**config.mk**
```make
export PLATFORM = sky130hd
export DESIGN_NAME = foes_ctrl
export DESIGN_NICKNAME = d
export VERILOG_FILES = /design/src/hw/rtl/foes_pkg.sv /design/src/hw/rtl/foes_ctrl.sv
export SDC_FILE = /design/constraint.sdc
export NUM_CORES = 1
export LEC_CHECK = 0
export ABC_AREA = 1
export BUFFER_PORTS_ARGS = -buffer_cell sky130_fd_sc_hd__buf_2
export CAP_MARGIN = 20
export CELL_PAD_IN_SITES_DETAIL_PLACEMENT = 1
export CELL_PAD_IN_SITES_GLOBAL_PLACEMENT = 1
export CORE_MARGIN = 1
export CORE_UTILIZATION = 42
export CTS_CLUSTER_SIZE = 10
export DETAILED_ROUTE_END_ITERATION = 12
export GPL_ROUTABILITY_DRIVEN = 0
export PLACE_DENSITY_LB_ADDON = 0.1
export SETUP_SLACK_MARGIN = 0.5
export SLEW_MARGIN = 20
export SYNTH_ARGS = -nofsm -noshare
export SYNTH_HDL_FRONTEND = slang
export SYNTH_SLANG_ARGS = --single-unit
```
**constraint.sdc**
```tcl
create_clock -name clk -period 5.99 [get_ports clk]
set_clock_uncertainty 0.15 [all_clocks]
set_input_delay 0.8985 -clock clk [delete_from_list [all_inputs] [get_ports clk]]
set_output_delay 0.8985 -clock clk [all_outputs]
set_load 0.01 [all_outputs]
```
**src/hw/rtl/foes_pkg.sv**
```systemverilog
// Shared constants and types for the face owner element search block.
// No dependencies; foes_ctrl and face_owner_element_search import this package.
`default_nettype none

package foes_pkg;

  // Fixed port widths of the command channel.
  localparam int MODE_W      = 2;
  localparam int NODE_PORT_W = 12;
  localparam int SLOT_PORT_W = 4;
  localparam int ELEM_W      = 16;

  // Command codes carried on the mode port.
  localparam logic [MODE_W-1:0] MODE_ENTRY = 2'd0;
  localparam logic [MODE_W-1:0] MODE_COUNT = 2'd1;
  localparam logic [MODE_W-1:0] MODE_FACE  = 2'd2;

  // Status handed from the search sequencer to the top level.
  typedef struct packed {
    logic busy;
    logic done;
    logic found;
  } srch_status_t;

endpackage

`default_nettype wire

```
**src/hw/rtl/foes_ctrl.sv**
```systemverilog
// Search sequencer: walks the adjacency lists of the stored face nodes
// through the two RAMs, one read at a time. Imports foes_pkg.
`default_nettype none

module foes_ctrl
  import foes_pkg::*;
#(
  parameter int NODE_COUNT     = 4096,
  parameter int SLOTS_PER_NODE = 16,
  parameter int MAX_FACE_NODES = 4,
  localparam int NODE_W  = $clog2(NODE_COUNT),
  localparam int CNT_W   = $clog2(SLOTS_PER_NODE + 1),
  localparam int FCNT_W  = $clog2(MAX_FACE_NODES + 1),
  localparam int TADDR_W = $clog2(NODE_COUNT * SLOTS_PER_NODE)
) (
  input  wire logic                                  clk,
  input  wire logic                                  rst,
  input  wire logic                                  go,
  input  wire logic [FCNT_W-1:0]                     face_count,
  input  wire logic [MAX_FACE_NODES-1:0][NODE_W-1:0] face_idx,
  input  wire logic [MAX_FACE_NODES-1:0]             face_ok,
  input  wire logic [CNT_W-1:0]                      cnt_rdata,
  input  wire logic [ELEM_W-1:0]                     tbl_rdata,
  output logic      [NODE_W-1:0]                     cnt_addr,
  output logic      [TADDR_W-1:0]                    tbl_addr,
  output logic      [ELEM_W-1:0]                     element,
  output srch_status_t                               status
);

  localparam int JW = (MAX_FACE_NODES > 1) ? $clog2(MAX_FACE_NODES) : 1;

  typedef enum logic [3:0] {
    S_IDLE,
    S_LAUNCH,
    S_L0_REQ,
    S_L0_GOT,
    S_C_REQ,
    S_C_GOT,
    S_LJ_REQ,
    S_LJ_GOT,
    S_S_REQ,
    S_S_GOT
  } state_t;

  state_t              state, state_next;
  logic [FCNT_W-1:0]   n, n_next;
  logic [FCNT_W-1:0]   j, j_next;
  logic [CNT_W-1:0]    len0, len0_next;
  logic [CNT_W-1:0]    lenj, lenj_next;
  logic [CNT_W-1:0]    i, i_next;
  logic [CNT_W-1:0]    k, k_next;
  logic [ELEM_W-1:0]   cand, cand_next;
  logic [NODE_W-1:0]   cnt_addr_next;
  logic [TADDR_W-1:0]  tbl_addr_next;
  logic                done, done_next;
  logic                found, found_next;
  logic [ELEM_W-1:0]   element_next;

  logic                do_start;
  logic                do_fail;
  logic [FCNT_W-1:0]   start_j;
  logic [CNT_W-1:0]    i_inc;
  logic [CNT_W-1:0]    k_inc;
  logic [FCNT_W-1:0]   j_inc;
  logic [NODE_W-1:0]   cur_node;
  logic [NODE_W-1:0]   start_node;

  function automatic logic [TADDR_W-1:0] entry_addr(input logic [NODE_W-1:0] nd,
                                                    input logic [CNT_W-1:0]  sl);
    logic [31:0] a;
    a = 32'(nd) * SLOTS_PER_NODE + 32'(sl);
    return a[TADDR_W-1:0];
  endfunction

  assign i_inc      = i + 1'b1;
  assign k_inc      = k + 1'b1;
  assign j_inc      = j + 1'b1;
  assign cur_node   = face_idx[j[JW-1:0]];
  assign start_node = face_idx[start_j[JW-1:0]];

  always_comb begin
    state_next    = state;
    n_next        = n;
    j_next        = j;
    len0_next     = len0;
    lenj_next     = lenj;
    i_next        = i;
    k_next        = k;
    cand_next     = cand;
    cnt_addr_next = cnt_addr;
    tbl_addr_next = tbl_addr;
    done_next     = 1'b0;
    found_next    = found;
    element_next  = element;
    do_start      = 1'b0;
    do_fail       = 1'b0;
    start_j       = j_inc;

    case (state)
      S_IDLE: begin
        if (go) begin
          n_next     = face_count;
          state_next = S_LAUNCH;
        end
      end
      S_LAUNCH: begin
        if (!face_ok[0]) begin
          done_next    = 1'b1;
          found_next   = 1'b0;
          element_next = '0;
          state_next   = S_IDLE;
        end else begin
          cnt_addr_next = face_idx[0];
          state_next    = S_L0_REQ;
        end
      end
      S_L0_REQ: state_next = S_L0_GOT;
      S_L0_GOT: begin
        len0_next = cnt_rdata;
        i_next    = '0;
        if (cnt_rdata == '0) begin
          done_next    = 1'b1;
          found_next   = 1'b0;
          element_next = '0;
          state_next   = S_IDLE;
        end else begin
          tbl_addr_next = entry_addr(face_idx[0], '0);
          state_next    = S_C_REQ;
        end
      end
      S_C_REQ: state_next = S_C_GOT;
      S_C_GOT: begin
        cand_next = tbl_rdata;
        if (n == FCNT_W'(1)) begin
          done_next    = 1'b1;
          found_next   = 1'b1;
          element_next = tbl_rdata;
          state_next   = S_IDLE;
        end else begin
          do_start = 1'b1;
          start_j  = FCNT_W'(1);
        end
      end
      S_LJ_REQ: state_next = S_LJ_GOT;
      S_LJ_GOT: begin
        lenj_next = cnt_rdata;
        k_next    = '0;
        if (cnt_rdata == '0) begin
          do_fail = 1'b1;
        end else begin
          tbl_addr_next = entry_addr(cur_node, '0);
          state_next    = S_S_REQ;
        end
      end
      S_S_REQ: state_next = S_S_GOT;
      S_S_GOT: begin
        if (tbl_rdata == cand) begin
          // This node lists the candidate; move on or report it.
          if (j_inc == n) begin
            done_next    = 1'b1;
            found_next   = 1'b1;
            element_next = cand;
            state_next   = S_IDLE;
          end else begin
            do_start = 1'b1;
            start_j  = j_inc;
          end
        end else if (k_inc == lenj) begin
          do_fail = 1'b1;
        end else begin
          k_next        = k_inc;
          tbl_addr_next = entry_addr(cur_node, k_inc);
          state_next    = S_S_REQ;
        end
      end
      default: state_next = S_IDLE;
    endcase

    // Begin scanning the list of face node start_j, or drop the candidate
    // at once when that node lies outside the table.
    if (do_start) begin
      if (face_ok[start_j[JW-1:0]]) begin
        j_next        = start_j;
        cnt_addr_next = start_node;
        state_next    = S_LJ_REQ;
      end else begin
        do_fail = 1'b1;
      end
    end

    // The current candidate misses a face node: try the next one, or end the search unfound after the last.
    if (do_fail) begin
      if (i_inc == len0) begin
        done_next    = 1'b1;
        found_next   = 1'b0;
        element_next = '0;
        state_next   = S_IDLE;
      end else begin
        i_next        = i_inc;
        tbl_addr_next = entry_addr(face_idx[0], i_inc);
        state_next    = S_C_REQ;
      end
    end
  end

  always_ff @(posedge clk) begin
    if (rst) begin
      state   <= S_IDLE;
      done    <= 1'b0;
      found   <= 1'b0;
      element <= '0;
    end else begin
      state   <= state_next;
      done    <= done_next;
      found   <= found_next;
      element <= element_next;
    end
    n        <= n_next;
    j        <= j_next;
    len0     <= len0_next;
    lenj     <= lenj_next;
    i        <= i_next;
    k        <= k_next;
    cand     <= cand_next;
    cnt_addr <= cnt_addr_next;
    tbl_addr <= tbl_addr_next;
  end

  assign status.busy  = (state != S_IDLE);
  assign status.done  = done;
  assign status.found = found;

endmodule

`default_nettype wire

```
==> metrics, run 1 <==
Post-CTS Setup Bufs=0; CP Capture Type=register; Crit Reg-Reg Startpoint=j[0]; total gr overflow=0; register bit total from synthesis=92; TritonCTS buffer count=9; port buffer count=125; Post-Syn Nets=983; area occupied by multi-input gates=0.00320 mm^2; DRT antenna net count=0; most common flop cell mapped by yosys=dfxtp_1; most frequent cell after synthesis=nand2_1; IO Count=126; Tmin final=3130 ps; share of layout cells above drive strength 1=17.9%; largest net degree at the start of global routing=36; Die Wd=121 um; Slew Viols, Final=0; pwr/cell area=263 mW/mm^2; initial drt markers=318; largest area contributor in the netlist=edfxtp_1; clk sink count=92; setup TNS=0 ps; Tcrit/Tclk final=52.2%; switching power of the nets=0.574 mW; die area=0.0148 mm^2; Clk pwr share=32.8%; initial antenna violation count=0; Max Clk Rate=320 MHz; FP Rows=43; DR DRC count=0; clock root cell=clkbuf_16; CTS tree=built; required time worst endpoint=6080 ps; RR Endpoint=element[12]; antenna cells=0; crit start category=register; Final WS setup=2860 ps; Slew headroom=51.2%; die height=121 um; CTS clk-pin slew, worst paths=70 ps; Seq. cell area=0.00221 mm^2; Tot Pwr=1.84 mW; LEAKAGE=3.53 nW; worst-skew pair later-pin latency=350 ps; router iterations before antenna repair=5; CP arrival=3220 ps; library cells used by synthesis=42; switching share of power=31.2%; Least-Margin Pin Slew=729 ps; WL final=19500 um; drt via density=5.29; Layout Nets=1092; cell-internal power=1.27 mW; depth of the CTS H-tree=3; number of flops mapped to enable cells by yosys=37; first-pass GRT wire length=31400 um; Worst Path Max Fanout=17; Initial Util=43.2%; hold crit path type=register to register; Final Util=50.4%; Mapped Cells=897; worst vdd ir=0.000164 V; post_cts resized=0; Clock Tree Buf Depth=2; WHS Path Cells=2; Seq pwr share=44.6%; part of the power in combinational logic=22.6%; Final Hold Fails=0; Area growth syn-to-layout=16.6%; yosys warns=0; Post-Syn Area=0.00600 mm^2; Synth Area per Inst=6.69 um^2; cells on worst reg2reg path=9; final setup vio count=0; area share of the largest cell type after synthesis=18.5%; top cells by area, synth=edfxtp_1, dfxtp_1, nand2_1; status=completed; part of the Yosys area used for sequential elements=36.9%; CORE AREA=0.0139 mm^2; GRT Util Overall=27.6%; DR WL/cell=16.4 um; commonest cells in the synthesized netlist=nand2_1, nor2_1, inv_1; hold-fix buffers at CTS=0; Synth async-reset ratio=0%; detailed placement HPWL=14900 um; DP Worst Slack=2450 ps; FILL cells=1884; hold path endpoint=cnt_addr[6]; number of global-route vias before repair=6322; min-delay src=cnt_addr[6]; placed cell count=1174; Crit Path Class=register to register; RSZ-0062 raised after global routing=false; final cell count without fillers=1191; max-cap violation count=0; routed via count=6298; setup slack, reg-to-reg=2860 ps
[metal layers]
metal  GRT usage (%)  vias to the layer above  wire length (um)  part of all wire, %
li1                -                     3140                 -                    -
met1            34.0                     2984              8860                   45
met2            48.4                      150              9540                   49
met3            5.08                       24               802                  4.1
met4            8.49                        0               335                  1.7
met5               0                        -                 0                    0
[how the worst max path moves through the flow]
| stage | slack (ps) | to | from | cells past startpoint |
|---|---|---|---|---|
| global placement | 2560 | element[7] | j[0] | 10 |
| floorplan | 3380 | tbl_addr[14] | face_idx[36] | 18 |
| global route | 2570 | element[3] | j[0] | 10 |
| detailed placement | 2450 | element[12] | j[0] | 10 |
| finish | 2860 | element[12] | j[0] | 9 |
| CTS | 2400 | element[12] | j[0] | 10 |
[cell usage in the layout, fill, tap and decap left out, types with 5 or more instances in the layout]
master,count
xor2_1,15
nand2_2,9
o21ai_0,44
edfxtp_1,37
nand4_1,8
o22ai_1,25
buf_2,125
a31oi_1,7
nor2_2,7
clkbuf_16,10
nor3_1,7
a21oi_1,43
ha_1,7
nand3_1,71
xnor2_1,7
nor2_1,108
nand2_4,5
inv_2,14
dfxtp_1,55
nand2_1,266
inv_1,93
o21ai_1,11
[critical path, stage by stage (launching register included)]
cell and delay (ps):
edfxtp_1 730, ha_1 390, or2_1 230, a21oi_1 140, nand3_1 150, nor2_2 200
nand2_2 240, and3_1 470, a21oi_1 250, nor2_1 50
[kinds of logic after synthesis]
group | synth area share (%)
flops | 36.9
fa+ha+maj | 1.46
compound gates | 13.9
simple gates | 34.7
buf+inv | 9.83
xor+xnor | 3.21
[cell type report]
class,count,share of cell area [%]
tap,180,3.22
inverter,107,5.74
sequential,92,31.6
timing repair buffer,128,9.37
clock buffer,12,3.68
multi-input combinational,668,45.7
clock inverter,4,0.680
[state kept, by name, indices dropped and copies added, names as in the netlist]
name,flops
state,4
tbl_addr,16
i,5
element,16
cnt_addr,12
done,1
len0,5
k,5
cand,16
n,3
found,1
j,3
lenj,5
[stage by stage]
stage	hold slack, ps	cell area, um^2
after floorplan	310	6000
after global placement	316	6680
after detailed placement	323	6680
after CTS	338	6980
after global routing	371	7000
final	333	7000
[power by group through the flow]
stage	logic, mW	registers [mW]	clock network, mW
after global placement	0.407	0.831	0
final	0.416	0.821	0.603
after floorplan	0.205	0.853	0
after global routing	0.470	0.832	0.636
after detailed placement	0.415	0.832	0
after CTS	0.419	0.820	0.611
Power figures use the tool's default switching activity.
==> inputs of run 2 (changes only) <==
--- a/config.mk
+++ b/config.mk
@@ -11,7 +11,7 @@
 export CELL_PAD_IN_SITES_DETAIL_PLACEMENT = 1
 export CELL_PAD_IN_SITES_GLOBAL_PLACEMENT = 1
 export CORE_MARGIN = 1
-export CORE_UTILIZATION = 42
+export CORE_UTILIZATION = 39
 export CTS_CLUSTER_SIZE = 10
 export DETAILED_ROUTE_END_ITERATION = 12
 export GPL_ROUTABILITY_DRIVEN = 0
==> constraint.sdc (replaced) <==
create_clock -name clk -period 3.05 [get_ports clk]
set_clock_uncertainty 0.15 [all_clocks]
set_input_delay 0.4575 -clock clk [delete_from_list [all_inputs] [get_ports clk]]
set_output_delay 0.4575 -clock clk [all_outputs]
set_load 0.01 [all_outputs]
==> metrics, run 2 (synthesized netlist as in run 1, its figures left out) <==
RR Endpoint=tbl_addr[11] (was element[12]); WHS Path Cells=1 (was 2); Least-Margin Pin Slew=772 ps (was 729 ps); Clock Tree Buf Depth=2 (unchanged); routed via count=6625 (was 6298); DR DRC count=0 (unchanged); Tcrit/Tclk final=81.8% (was 52.2%); port buffer count=125 (unchanged); required time worst endpoint=3160 ps (was 6080 ps); CTS clk-pin slew, worst paths=80 ps (was 70 ps); detailed placement HPWL=15500 um (was 14900 um); depth of the CTS H-tree=3 (unchanged); router iterations before antenna repair=6 (was 5); min-delay src=face_count[0] (was cnt_addr[6]); initial antenna violation count=0 (unchanged); placed cell count=1196 (was 1174); setup TNS=0 ps (unchanged); Die Wd=126 um (was 121 um); Final WS setup=555 ps (was 2860 ps); CORE AREA=0.0148 mm^2 (was 0.0139 mm^2); Final Util=51.4% (was 50.4%); GRT Util Overall=26.4% (was 27.6%); Initial Util=40.6% (was 43.2%); Slew headroom=48.4% (was 51.2%); DR WL/cell=17.3 um (was 16.4 um); RSZ-0062 raised after global routing=true (was false); clk sink count=92 (unchanged); WL final=21300 um (was 19500 um); Tot Pwr=3.80 mW (was 1.84 mW); final cell count without fillers=1228 (was 1191); largest net degree at the start of global routing=29 (was 36); antenna cells=0 (unchanged); share of layout cells above drive strength 1=24.1% (was 17.9%); hold path endpoint=n[0] (was cnt_addr[6]); Area growth syn-to-layout=26.5% (was 16.6%); status=completed (unchanged); FP Rows=44 (was 43); final setup vio count=0 (unchanged); worst vdd ir=0.000352 V (was 0.000164 V); cells on worst reg2reg path=14 (was 9); IO Count=126 (unchanged); Slew Viols, Final=0 (unchanged); drt via density=5.39 (was 5.29); worst-skew pair later-pin latency=350 ps (about the same); DRT antenna net count=0 (unchanged); CTS tree=built (unchanged); hold crit path type=primary input to register (was register to register); first-pass GRT wire length=33100 um (was 31400 um); Tmin final=2500 ps (was 3130 ps); setup slack, reg-to-reg=550 ps (was 2860 ps); crit start category=register (unchanged); pwr/cell area=501 mW/mm^2 (was 263 mW/mm^2); most common cell after layout, fill and taps aside=nand2_1 (unchanged); Max Clk Rate=401 MHz (was 320 MHz); Crit Path Class=register to register (unchanged); CP startpoint=j[0] (unchanged); Layout Nets=1125 (was 1092); total gr overflow=0 (unchanged); TritonCTS buffer count=9 (unchanged); CP Capture Type=register (unchanged); most frequent cells in the layout=nand2_1, buf_2, nor2_1 (unchanged); DP Worst Slack=331 ps (was 2450 ps); die height=126 um (was 121 um); clock root cell=clkbuf_16 (unchanged); CP arrival=2600 ps (was 3220 ps); Crit Reg-Reg Startpoint=j[0] (unchanged); FILL cells=1972 (was 1884); Largest regs=cand: 16 flops, element: 16 flops, tbl_addr: 16 flops (unchanged); number of global-route vias before repair=6437 (was 6322); Worst Path Max Fanout=6 (was 17); max-cap violation count=0 (unchanged); initial drt markers=338 (was 318); die area=0.0159 mm^2 (was 0.0148 mm^2); LEAKAGE=3.78 nW (was 3.53 nW); Final Hold Fails=0 (unchanged)
## run 2: changes by cell type in the layout (fill, tap and decap cells not counted), sizes merged
cell / delta
buf: +30
bufinv: +1
clkbuf: +3
clkinv: -2
clkinvlp: +1
## run 2: where the power goes
part	internal, mW	total (mW)	leakage [nW]	switching (mW)
registers	1.46	1.62	0.777	0.156
logic	0.355	0.859	2.83	0.504
clock network	0.792	1.32	0.169	0.533
total	2.61	3.80	3.78	1.19
## run 2: cell type report
| cell class | count | area [um^2] | share of cell area, % |
|---|---|---|---|
| multi-input cells | 668 | 3380 | 44.6 |
| flip-flops and latches | 92 | 2210 | 29.2 |
| clock inverters | 4 | 77.6 | 1.02 |
| clock buffers | 12 | 267 | 3.51 |
| repair buffers | 161 | 1000 | 13.2 |
| inverters | 107 | 418 | 5.51 |
| well taps | 184 | 230 | 3.03 |
## run 2: per-stage QoR
step                      hold WS (ps)  instance area (um^2)
after floorplan                    310                  6000
after global placement             316                  6820
after detailed placement           322                  6820
after CTS                          114                  7240
after global routing               118                  7590
final                              124                  7590
## run 2: worst max-delay path by stage
| stage | slack, ps | end |
|---|---|---|
| global route | 420 | tbl_addr[11] |
| global placement | 410 | tbl_addr[14] |
| floorplan | 520 | tbl_addr[14] |
| CTS | 510 | tbl_addr[10] |
| detailed placement | 330 | tbl_addr[12] |
| finish | 550 | tbl_addr[11] |
## run 2: metal layers
metal / GRT usage [%] / vias up / part of all wire, %
li1: - / 3220 / -
met1: 33.2 / 3200 / 44
met2: 47.2 / 181 / 51
met3: 3.61 / 24 / 4.5
met4: 7.02 / 0 / 1.4
met5: 0 / - / 0
## run 2: critical path, stage by stage (launching register included)
cell and delay [ps]:
edfxtp_1 440, buf_6 170, ha_4 230, or2_4 240, a21oi_2 140, nand3_1 120, nand4_1 110, nand2_2 110
nand2_2 110, nand2_4 80, nand2_8 120, buf_12 130, nand2_1 70, nor2_2 110, nor2_1 50
## run 2: repair_timing
action	4_1_cts	5_1_grt
buffers inserted	3	10
gates cloned	0	3
setup endpoints to repair	38	51
hold buffers	0	0
resized for setup	15	49
pin swaps	0	20
==> inputs of run 3 (changes only) <==
--- a/config.mk
+++ b/config.mk
@@ -5,13 +5,13 @@
 export SDC_FILE = /design/constraint.sdc
 export NUM_CORES = 1
 export LEC_CHECK = 0
-export ABC_AREA = 1
+export ABC_AREA = 0
 export BUFFER_PORTS_ARGS = -buffer_cell sky130_fd_sc_hd__buf_2
 export CAP_MARGIN = 20
 export CELL_PAD_IN_SITES_DETAIL_PLACEMENT = 1
 export CELL_PAD_IN_SITES_GLOBAL_PLACEMENT = 1
 export CORE_MARGIN = 1
-export CORE_UTILIZATION = 39
+export CORE_UTILIZATION = 38
 export CTS_CLUSTER_SIZE = 10
 export DETAILED_ROUTE_END_ITERATION = 12
 export GPL_ROUTABILITY_DRIVEN = 0
==> constraint.sdc (replaced) <==
create_clock -name clk -period 2.1 [get_ports clk]
set_clock_uncertainty 0.15 [all_clocks]
set_input_delay 0.315 -clock clk [delete_from_list [all_inputs] [get_ports clk]]
set_output_delay 0.315 -clock clk [all_outputs]
set_load 0.01 [all_outputs]
==> metrics, run 3 <==
Tcrit/Tclk final=127% (was 81.8%); placed cell count=947 (was 1196); Synth async-reset ratio=0% (unchanged); DR WL/cell=20.5 um (was 17.3 um); Worst Path Max Fanout=9 (was 6); Max Clk Rate=375 MHz (was 401 MHz); initial drt markers=310 (was 338); part of the Yosys area used for sequential elements=41.0% (was 36.9%); number of flops mapped to enable cells by yosys=37 (unchanged); die height=121 um (was 126 um); FP Rows=43 (was 44); CTS clk-pin slew, worst paths=70 ps (was 80 ps); area share of the largest cell type after synthesis=20.6% (was 18.5%); Layout Nets=892 (was 1125); Slew Viols, Final=0 (unchanged); Crit path largest cell delay=450 ps (was 440 ps); most frequent cells in the layout=buf_4, buf_2, dfxtp_1 (was nand2_1, buf_2, nor2_1); worst vdd ir=0.000346 V (was 0.000352 V); library cells used by synthesis=65 (was 42); DR DRC count=0 (unchanged); CP top delay family=compound AO/OA/AOI/OAI gates (was simple AND/OR/NAND/NOR gates); Die Wd=121 um (was 126 um); Worst Path Buf+Inv=1 (was 2); final cell count without fillers=991 (was 1228); most common cell after layout, fill and taps aside=buf_4 (was nand2_1); antenna cells=0 (unchanged); clock root cell=clkbuf_16 (unchanged); GRT Util Overall=27.5% (was 26.4%); pwr/cell area=661 mW/mm^2 (was 501 mW/mm^2); RSZ-0062 raised after global routing=true (unchanged); number of global-route vias before repair=5790 (was 6437); Final Hold Fails=0 (unchanged); TritonCTS buffer count=9 (unchanged); clk sink count=92 (unchanged); Clock Tree Buf Depth=2 (unchanged); CP Capture Type=register (unchanged); area occupied by multi-input gates=0.00331 mm^2 (was 0.00338 mm^2); Post-Syn Area=0.00540 mm^2 (was 0.00600 mm^2); worst-skew pair later-pin latency=360 ps (was 350 ps); failing checks=negative setup slack; Mapped Cells=532 (was 897); register bit total from synthesis=92 (unchanged); final setup vio count=63 (was 0); hold crit path type=primary input to register (unchanged); largest area contributor in the netlist=edfxtp_1 (unchanged); Synth Area per Inst=10.1 um^2 (was 6.69 um^2); router iterations before antenna repair=5 (was 6); most common flop cell mapped by yosys=dfxtp_1 (unchanged); Seq. cell area=0.00221 mm^2 (about the same); commonest cells in the synthesized netlist=dfxtp_1, nand2_1, mux2i_1 (was nand2_1, nor2_1, inv_1); yosys warns=0 (unchanged); Final WS setup=-570 ps (was 555 ps); port buffer count=125 (unchanged); CP Cell Sequence=ha_1, xor2_1, nor3_2, o31a_1, o21ai_4, a41o_4, buf_12, a21oi_1 (was buf_6, ha_4, or2_4, a21oi_2, nand3_1, nand4_1, nand2_2, nand2_2, nand2_4, nand2_8, buf_12, nand2_1, nor2_2, nor2_1); routed via count=5490 (was 6625); Crit-path slowest cell=edfxtp_1 (unchanged); crit start category=register (unchanged); initial antenna violation count=0 (unchanged); CTS tree=built (unchanged); share of layout cells above drive strength 1=46.6% (was 24.1%); drt via density=5.54 (was 5.39); Crit Path Class=register to register (unchanged); first-pass GRT wire length=30600 um (was 33100 um); WL final=20300 um (was 21300 um); CP arrival=2770 ps (was 2600 ps); Tmin final=2670 ps (was 2500 ps); detailed placement HPWL=14500 um (was 15500 um); Slew headroom=52.2% (was 48.4%); FILL cells=1557 (was 1972); Post-Syn Nets=618 (was 983); Area growth syn-to-layout=52.7% (was 26.5%); required time worst endpoint=2200 ps (was 3160 ps); max-cap violation count=0 (unchanged); depth of the CTS H-tree=3 (unchanged); LEAKAGE=3.63 nW (was 3.78 nW); Largest regs=cand: 16 flops, element: 16 flops, tbl_addr: 16 flops (unchanged); top cells by area, synth=edfxtp_1, dfxtp_1, mux2i_1 (was edfxtp_1, dfxtp_1, nand2_1); die area=0.0147 mm^2 (was 0.0159 mm^2); most frequent cell after synthesis=dfxtp_1 (was nand2_1); IO Count=126 (unchanged); largest net degree at the start of global routing=26 (was 29); Least-Margin Pin Slew=714 ps (was 772 ps); Hold Slack=34.0 ps (was 124 ps); status=finished, violations left (was completed); total gr overflow=0 (unchanged); Initial Util=38.9% (was 40.6%); CORE AREA=0.0139 mm^2 (was 0.0148 mm^2); DRT antenna net count=0 (unchanged)
run 3: cell types whose count changed in the layout (fill, tap and decap cells not counted), moves of 17 or more:
cell     previous run  this run
nand2_1           258        48
buf_4              26       136
inv_1              89         6
nor2_1            100        18
nand3_1            67        11
mux2i_1             0        40
o22ai_1            25         1
o21ai_0            42        24
xor2_1             15        32
run 3: worst paths after layout:
check / from / end / slack (ps) / depth (start not counted)
setup / recovery: j[0] / element[7] / -570 / 8
hold reg to reg: element[1] / element[1] / 310 / 2
hold / removal: tbl_rdata[7] / cand[7] / 30 / 1
setup reg to reg: j[0] / element[7] / -570 / 8
run 3: where the power goes:
group          leakage (nW)  internal (mW)  switching [mW]
sequential            0.779           2.12           0.187
combinational          2.72          0.776           0.757
clock                 0.131          0.818           0.793
total                  3.63           3.71            1.74
run 3: final cells by class:
type	instances	share of cell area, %
clock buffers	10	2.78
clock inverters	6	0.592
inverters	9	0.638
multi-input cells	399	40.1
flip-flops and latches	92	26.9
well taps	180	2.73
repair buffers	295	26.3
run 3: stage by stage:
step | setup TNS (ps) | power (mW) | utilization [%] | setup slack, ps | area (um^2)
global placement | -26270 | 3.71 | 52.6 | -532 | 7290
floorplan | -13850 | 3.00 | - | -366 | 5530
global route | -36050 | 5.65 | 59.4 | -658 | 8240
detailed placement | -32060 | 3.78 | 52.6 | -628 | 7290
finish | -30280 | 5.45 | 59.4 | -570 | 8240
CTS | -26080 | 5.42 | 58.2 | -487 | 8070
run 3: timing repair:
item | 4_1_cts | 5_1_grt
setup endpoints to repair | 76 | 74
cloned | 3 | 0
pin swaps | 7 | 10
resized for setup | 57 | 27
hold endpoints to repair | 3 | 0
setup buffers | 17 | 5
hold buffers | 3 | 0
run 3: kinds of logic after synthesis:
| family | count (synthesis) | synth area share (%) |
|---|---|---|
| adder cells (fa/ha/maj) | 7 | 1.62 |
| flip-flops | 92 | 41.0 |
| XOR/XNOR | 54 | 9.04 |
| AO/OA/AOI/OAI | 135 | 16.9 |
| multiplexers | 55 | 13.5 |
| AND/OR/NAND/NOR | 148 | 14.1 |
| buffers and inverters | 41 | 3.89 |
run 3: layer usage:
layer	wire length [um]	track usage, %	vias to the layer above
met3	931	3.52	28
met5	0	0	-
li1	-	-	2555
met1	9040	36.0	2756
met2	9980	46.7	151
met4	357	9.26	0
